File: src/rtl/homf_pkg.sv
package homf_pkg;

  localparam int PIX_W      = 8;
  localparam int MODE_W     = 3;
  localparam int MASK_W     = 9;
  localparam int DIM_W      = 11;
  localparam int CFG_IDX_W  = 3;
  localparam int CFG_DATA_W = 11;
  localparam int WIN_N      = 9;
  localparam int CENTER     = 4;
  localparam int N_KERNELS  = 4;

  localparam int MAX_WIDTH_DEF  = 1024;
  localparam int MAX_HEIGHT_DEF = 1024;

  // output queue entries; also bounds items in flight
  localparam int QUEUE_DEPTH = 4;
  localparam int QCNT_W      = $clog2(QUEUE_DEPTH + 1);
  localparam int QPTR_W      = $clog2(QUEUE_DEPTH);

  typedef logic [PIX_W-1:0]              pix_t;
  typedef logic [MASK_W-1:0]             mask_t;
  typedef logic [WIN_N-1:0][PIX_W-1:0]   win_t;

  localparam pix_t PIX_MAX = 8'hFF;
  localparam win_t WIN_BORDER = {WIN_N{PIX_MAX}};

  typedef enum logic [CFG_IDX_W-1:0] {
    REG_MODE      = 3'd0,
    REG_HIT_MASK  = 3'd1,
    REG_MISS_MASK = 3'd2,
    REG_WIDTH     = 3'd3,
    REG_HEIGHT    = 3'd4
  } cfg_reg_e;

  typedef enum logic [MODE_W-1:0] {
    MODE_CUSTOM   = 3'd0,
    MODE_NOISE    = 3'd1,
    MODE_CORNER   = 3'd2,
    MODE_STRAIGHT = 3'd3,
    MODE_OUTLINE  = 3'd4
  } mode_e;

  localparam logic [MODE_W-1:0] MODE_RST      = MODE_OUTLINE;
  localparam mask_t             HIT_MASK_RST  = 9'h010;
  localparam mask_t             MISS_MASK_RST = 9'h000;
  localparam logic [DIM_W-1:0]  WIDTH_RST     = 11'd640;
  localparam logic [DIM_W-1:0]  HEIGHT_RST    = 11'd480;

  // bit i = window position i, row-major, bit 0 top-left
  localparam mask_t CORNER_HIT    [N_KERNELS] = '{9'h0B0, 9'h098, 9'h032, 9'h01A};
  localparam mask_t CORNER_MISS   [N_KERNELS] = '{9'h00B, 9'h026, 9'h0C8, 9'h1A0};
  localparam mask_t STRAIGHT_HIT  [N_KERNELS] = '{9'h038, 9'h092, 9'h038, 9'h092};
  localparam mask_t STRAIGHT_MISS [N_KERNELS] = '{9'h007, 9'h124, 9'h1C0, 9'h049};
  localparam mask_t NOISE_HIT  = 9'h010;
  localparam mask_t NOISE_MISS = 9'h0AA;

  typedef struct packed {
    logic [MODE_W-1:0] mode;
    mask_t             hit_mask;
    mask_t             miss_mask;
  } kcfg_t;

  typedef struct packed {
    pix_t result_pixel;
    logic frame_end;
  } res_t;

  function automatic pix_t min2(pix_t a, pix_t b);
    return (a < b) ? a : b;
  endfunction

  // min over the selected positions, 255 when none is selected
  function automatic pix_t masked_min(win_t vals, mask_t sel);
    win_t t;
    pix_t l1a, l1b, l1c, l1d, l2a, l2b, l3;
    for (int i = 0; i < WIN_N; i++) begin
      t[i] = sel[i] ? vals[i] : PIX_MAX;
    end
    l1a = min2(t[0], t[1]);
    l1b = min2(t[2], t[3]);
    l1c = min2(t[4], t[5]);
    l1d = min2(t[6], t[7]);
    l2a = min2(l1a, l1b);
    l2b = min2(l1c, l1d);
    l3  = min2(l2a, l2b);
    return min2(l3, t[8]);
  endfunction

  function automatic pix_t hom(win_t hv, win_t mv, mask_t hm, mask_t mm);
    return masked_min(hv, hm) & masked_min(mv, mm);
  endfunction

  // shift window left by one column, new column enters on the right
  function automatic win_t win_shift(win_t w, pix_t t, pix_t m, pix_t b);
    win_t r;
    r = w;
    r[0] = w[1]; r[1] = w[2]; r[2] = t;
    r[3] = w[4]; r[4] = w[5]; r[5] = m;
    r[6] = w[7]; r[7] = w[8]; r[8] = b;
    return r;
  endfunction

endpackage

File: src/rtl/homf_out_queue.sv
module homf_out_queue (
  input  logic                          clk_i,
  input  logic                          rst_ni,
  input  logic                          push_i,
  input  homf_pkg::res_t                push_data_i,
  input  logic                          pop_i,
  output logic                          valid_o,
  output homf_pkg::res_t                data_o,
  output logic [homf_pkg::QCNT_W-1:0]   count_o
);

  localparam int PW = homf_pkg::QPTR_W;
  localparam int CNW = homf_pkg::QCNT_W;

  homf_pkg::res_t entries [homf_pkg::QUEUE_DEPTH];
  logic [PW-1:0]  wr_ptr_q, rd_ptr_q;
  logic [CNW-1:0] cnt_q;
  logic           do_pop;

  function automatic logic [PW-1:0] ptr_inc(logic [PW-1:0] p);
    return (p == PW'(homf_pkg::QUEUE_DEPTH - 1)) ? '0 : p + PW'(1);
  endfunction

  assign do_pop  = pop_i && (cnt_q != '0);
  assign valid_o = (cnt_q != '0);
  assign data_o  = entries[rd_ptr_q];
  assign count_o = cnt_q;

  always_ff @(posedge clk_i) begin
    if (push_i) begin
      entries[wr_ptr_q] <= push_data_i;
    end
  end

  always_ff @(posedge clk_i or negedge rst_ni) begin
    if (!rst_ni) begin
      wr_ptr_q <= '0;
      rd_ptr_q <= '0;
      cnt_q    <= '0;
    end else begin
      if (push_i) begin
        wr_ptr_q <= ptr_inc(wr_ptr_q);
      end
      if (do_pop) begin
        rd_ptr_q <= ptr_inc(rd_ptr_q);
      end
      cnt_q <= cnt_q + CNW'(push_i) - CNW'(do_pop);
    end
  end

endmodule

File: config.mk
export PLATFORM = sky130hd
export DESIGN_NAME = homf_out_queue
export DESIGN_NICKNAME = d
export VERILOG_FILES = /design/src/rtl/homf_pkg.sv /design/src/rtl/homf_out_queue.sv
export SDC_FILE = /design/constraint.sdc
export NUM_CORES = 1
export LEC_CHECK = 0
export ABC_AREA = 1
export BUFFER_PORTS_ARGS = -buffer_cell sky130_fd_sc_hd__buf_2
export CORE_UTILIZATION = 45
export CTS_BUF_LIST = sky130_fd_sc_hd__clkbuf_4
export DETAILED_ROUTE_END_ITERATION = 10
export GPL_TIMING_DRIVEN = 1
export PLACE_DENSITY = 0.74
export SLEW_MARGIN = 30
export SYNTH_ARGS = -nofsm -noshare
export SYNTH_HDL_FRONTEND = slang
export SYNTH_SLANG_ARGS = --single-unit
File: constraint.sdc
create_clock -name clk_i -period 2.3 [get_ports clk_i]
set_input_delay 0.23 -clock clk_i [delete_from_list [all_inputs] [get_ports clk_i]]
set_output_delay 0.23 -clock clk_i [all_outputs]
set_load 0.02 [all_outputs]
; After elaboration in Yosys (flattened, before gate mapping)
; Memories as Yosys holds them, arrays and structs flattened.
; Cells that the tools add are included.
[op_classes]
muxes = 4
add_sub_neg = 4
eq_ne = 2
reduce_logical = 2
[op_table]
columns = op, n
row1 = $add 2x1->2 const B, 2
row2 = $eq 2x2->1 const B, 2
row3 = $mux 2, 2
row4 = $add 3x1->3, 1
row5 = $reduce_bool 3->1, 1
row6 = $sub 3x1->3, 1
row7 = $mux 1, 2
row8 = $logic_and 1x1->1, 1
[totals]
mem_bits_rw = 36
input_bits = 13
n_memories = 1
output_inout_bits = 13
reg_bits = 7
[memory_table]
columns = memory, words, width, read_ports, rd_clocked_by_memory_dff, wr, line_no
row1 = entries, 4, 9, 1, 0, 1, homf_out_queue.sv:15  ; homf_pkg::res_t entries [homf_pkg::QUEUE_DEPTH];

; Logic depth before layout (Yosys ltp)
[depth]
depth_word = 3
depth_mapped = 12
mapped_depth_nobuf = 12

; Least setup slack after synthesis
; No wires, ideal clock.
[synth_path]
kind = flip-flop to flip-flop
start = register cnt_q[1] (netlist: count_o[1])
end = register cnt_q[1] (netlist: count_o[1])
t_arrival_ps = 1947
stages_incl_launch_ff = 11
n_path_buf = 0
required_time_ps = 2186
setup_ps = 114
path_slack_ps = 239
cell_sequence = dfrtp_1 -> nor2_1 -> nand2_1 -> nand2_1 -> inv_1 -> ha_1 -> inv_1 -> ha_1 -> inv_1 -> fa_1 -> inv_1
[synth_via]
elab_chain_cells = 3
[synth_lines]
columns = item, line_no
row1 = start: declaration, homf_out_queue.sv:17  ; logic [CNW-1:0] cnt_q;
row2 = start signal: assignment, homf_out_queue.sv:47  ; cnt_q <= cnt_q + CNW'(push_i) - CNW'(do_pop);
row3 = $reduce_bool 3->1, -
row4 = named net valid_o, homf_out_queue.sv:7  ; output logic valid_o,
row5 = $logic_and 1x1->1, homf_out_queue.sv:24  ; assign do_pop = pop_i && (cnt_q != '0);
row6 = named net do_pop, homf_out_queue.sv:18  ; logic do_pop;
row7 = $sub 3x1->3, homf_out_queue.sv:47
; The timed path passes the listed nets, and every way through them passes these cells.
; A chain may end at the register's enable or synchronous reset.

; Worst setup path in the final report
[layout_path]
start = register cnt_q[1] (netlist: count_o[1])
end = register cnt_q[1] (netlist: count_o[1])
[layout_via]
elab_chain_cells = 3
[layout_lines]
columns = item, line_no
row1 = $reduce_bool 3->1, homf_out_queue.sv:24
row2 = $logic_and 1x1->1, homf_out_queue.sv:24
row3 = named net do_pop, homf_out_queue.sv:18
row4 = $sub 3x1->3, homf_out_queue.sv:47
; The timed path passes the listed nets, and every way through them passes these cells.

==> impl_metrics.tcl <==
set metrics [dict create \
    outcome "finished, final reports clean" \
    ir_drop_mv 0.623 \
    worst_slew_pin_slew_ns 0.512 \
    max_cap_violations 0 \
    worstReg2RegStart "count_o[1]" \
    clock-sinks 43 \
    clk_path_buf_depth 2 \
    clk_pin_slew_ns 0.12 \
    path_max_fanout 5 \
    cts_tree "built" \
    diodes 0 \
    syn_area_mm2 0.00195 \
    area_growth_syn_to_layout_pct 10.4 \
    start_kind "flop" \
    gr-usage-all-layers_pct 16.1 \
    syn_nets 177 \
    wl_per_cell_um 13.4 \
    routed_wl_um 3170 \
    fin_crit_ns 1.98 \
    cp.arrival_ns 2.22 \
    report.final.slew_viol_count 0 \
    skew_ns 0.0142 \
    drt_first_pass_iters 4 \
    layout-drive-gt1-share_pct 29.0 \
    dieArea_mm2 0.00460 \
    p_int_mw 1.53 \
    rows 23 \
    die_y_um 67.8 \
    design_area_mm2 0.00215 \
    leakage_nw 0.964 \
    required_ns 2.54 \
    grt-ovfl-total 0 \
    power_switching_mw 1.06 \
    drtIter0Drc 49 \
    core-area_mm2 0.00409 \
    p_comb_share_pct 42.7 \
    max_freq_mhz 506 \
    grt_pass1_vias 1134 \
    power.density_mw_per_mm2 1210 \
    layout_worst_path_cycle_share_pct 86.0 \
    post_dp_cell_area_mm2 0.00209 \
    insertion_delay_ns 0.35 \
    grt_pass1_wl_um 5090 \
    post_cts_buffers 0 \
    io_buffers 25 \
    cts_buffers 5 \
    cts_resized 0 \
    ys_warn_count 0 \
    ant_nets 0 \
    rsz0062_at_grt "no" \
    nFillCells 358 \
    cts_root_buf "clkbuf_4" \
    initial_core_util_pct 47.7 \
    crit_start "count_o[1]" \
    fin_setup_tns_ns 0 \
    p_clk_share_pct 13.4 \
    seq_power_share_pct 43.9 \
    antenna_found_initial 0 \
    setup_viol 0 \
    fin_nets 206 \
    place_hpwl_um 2150 \
    syn_inst 156 \
    swShare_pct 40.9 \
    end_kind "flop" \
    vias_per_cell 4.86 \
    worstHoldStart "push_data_i[7]" \
    gp_congestion 0.726 \
    die_w_um 67.8 \
    grt_start_max_net_pins 40 \
    synth_cell_type_count 19 \
    ys_seq_area_share_pct 64.4 \
    hold_buffers 1 \
    final_cell_mix "edfxtp_1, nand2_1, inv_1, buf_2, o211ai_2" \
    layout_commonest_cell "edfxtp_1" \
    drc 0 \
    path_class "reg2reg" \
    worstHoldPathType "in2reg" \
    finalHoldViolCount 0 \
    worst_slew_margin_rel_pct 65.9 \
    io_pins 26 \
    avgSynthCellArea_um2 12.5 \
    synth-seq-cells 43 \
    dr_total_vias 1148 \
    cts-htree-levels 2 \
]
[power by group through the flow]
stage	sequential [mW]	combinational (mW)	clock, mW
after floorplan	1.15	0.882	0
after global placement	1.15	1.07	0
after detailed placement	1.16	1.12	0
after CTS	1.14	1.13	0.359
after global routing	1.16	1.25	0.383
final	1.14	1.11	0.349
[final timing paths]
kind                                 end  slack (ns)  cells after the start
max                           count_o[1]        0.32                     10
min                        entries[1][7]        0.08                      1
max reg2reg                   count_o[1]        0.32                     10
min reg2reg                  wr_ptr_q[0]        0.61                      3
max in group asynchronous     count_o[2]        1.91                      2
min in group asynchronous    rd_ptr_q[1]        0.23                      2
[cells in the mapped netlist (all sizes together)]
library cell / instances / share of area, %
buf: 5 / 2.9
dfrtp: 7 / 9.0
edfxtp: 36 / 55
fa: 1 / 1.0
ha: 7 / 4.5
inv: 31 / 6.0
nand2: 42 / 9.2
nand3: 2 / 0.51
nor2: 3 / 0.58
o211ai: 18 / 9.5
o21ai: 2 / 0.51
xnor2: 1 / 0.45
xor2: 1 / 0.45
[state kept, by name (all words and copies together) (netlist names)]
signal    flops
count_o       3
entries      36
rd_ptr_q      2
wr_ptr_q      2
[critical path, stage by stage (launching register included)]
cell and delay (ns):
dfrtp_1 0.47, nor2_1 0.12, nand2_1 0.11, nand2_1 0.11
inv_1 0.06, ha_1 0.26, inv_1 0.06, ha_1 0.13
inv_1 0.05, fa_1 0.48, inv_1 0.04
[routing by layer]
metal	global-route usage (%)	vias to the layer above	routed length, um
li1	-	574	-
met1	18.2	550	1320
met2	27.7	19	1680
met3	5.00	5	113
met5	0	-	0
met4	7.29	0	58
[metrics by stage]
stage / utilization [%] / worst slack (ns) / cells / power [mW] / hold WS [ns]
2_1_floorplan: - / 0.239 / 156 / 2.03 / -0.0656
3_3_place_gp: 51.1 / 0.445 / 227 / 2.21 / 0.0668
3_5_place_dp: 51.1 / 0.329 / 227 / 2.28 / 0.0684
4_1_cts: 52.7 / 0.307 / 236 / 2.63 / 0.0660
5_1_grt: 52.7 / 0.187 / 236 / 2.80 / 0.0767
6_report: 52.7 / 0.322 / 236 / 2.60 / 0.0827
[logic make-up after synthesis]
family	after synthesis	share of synthesized area (%)
simple gates	47	10.3
fa+ha+maj	8	5.52
compound gates	20	10.0
xor+xnor	2	0.898
buf+inv	36	8.85
flops	43	64.4
[area by class of cell]
cell class                 instances  area, um2  share of cell area [%]
clock buffer                       6       45.0                    2.09
multi-input combinational         77        522                    24.2
clock inverter                     2       8.76                   0.407
tap                               50       62.6                    2.91
timing repair buffer              27        143                    6.62
inverter                          31        116                    5.40
sequential                        43       1260                    58.3
Note: power is estimated with default switching activity, not from simulation.
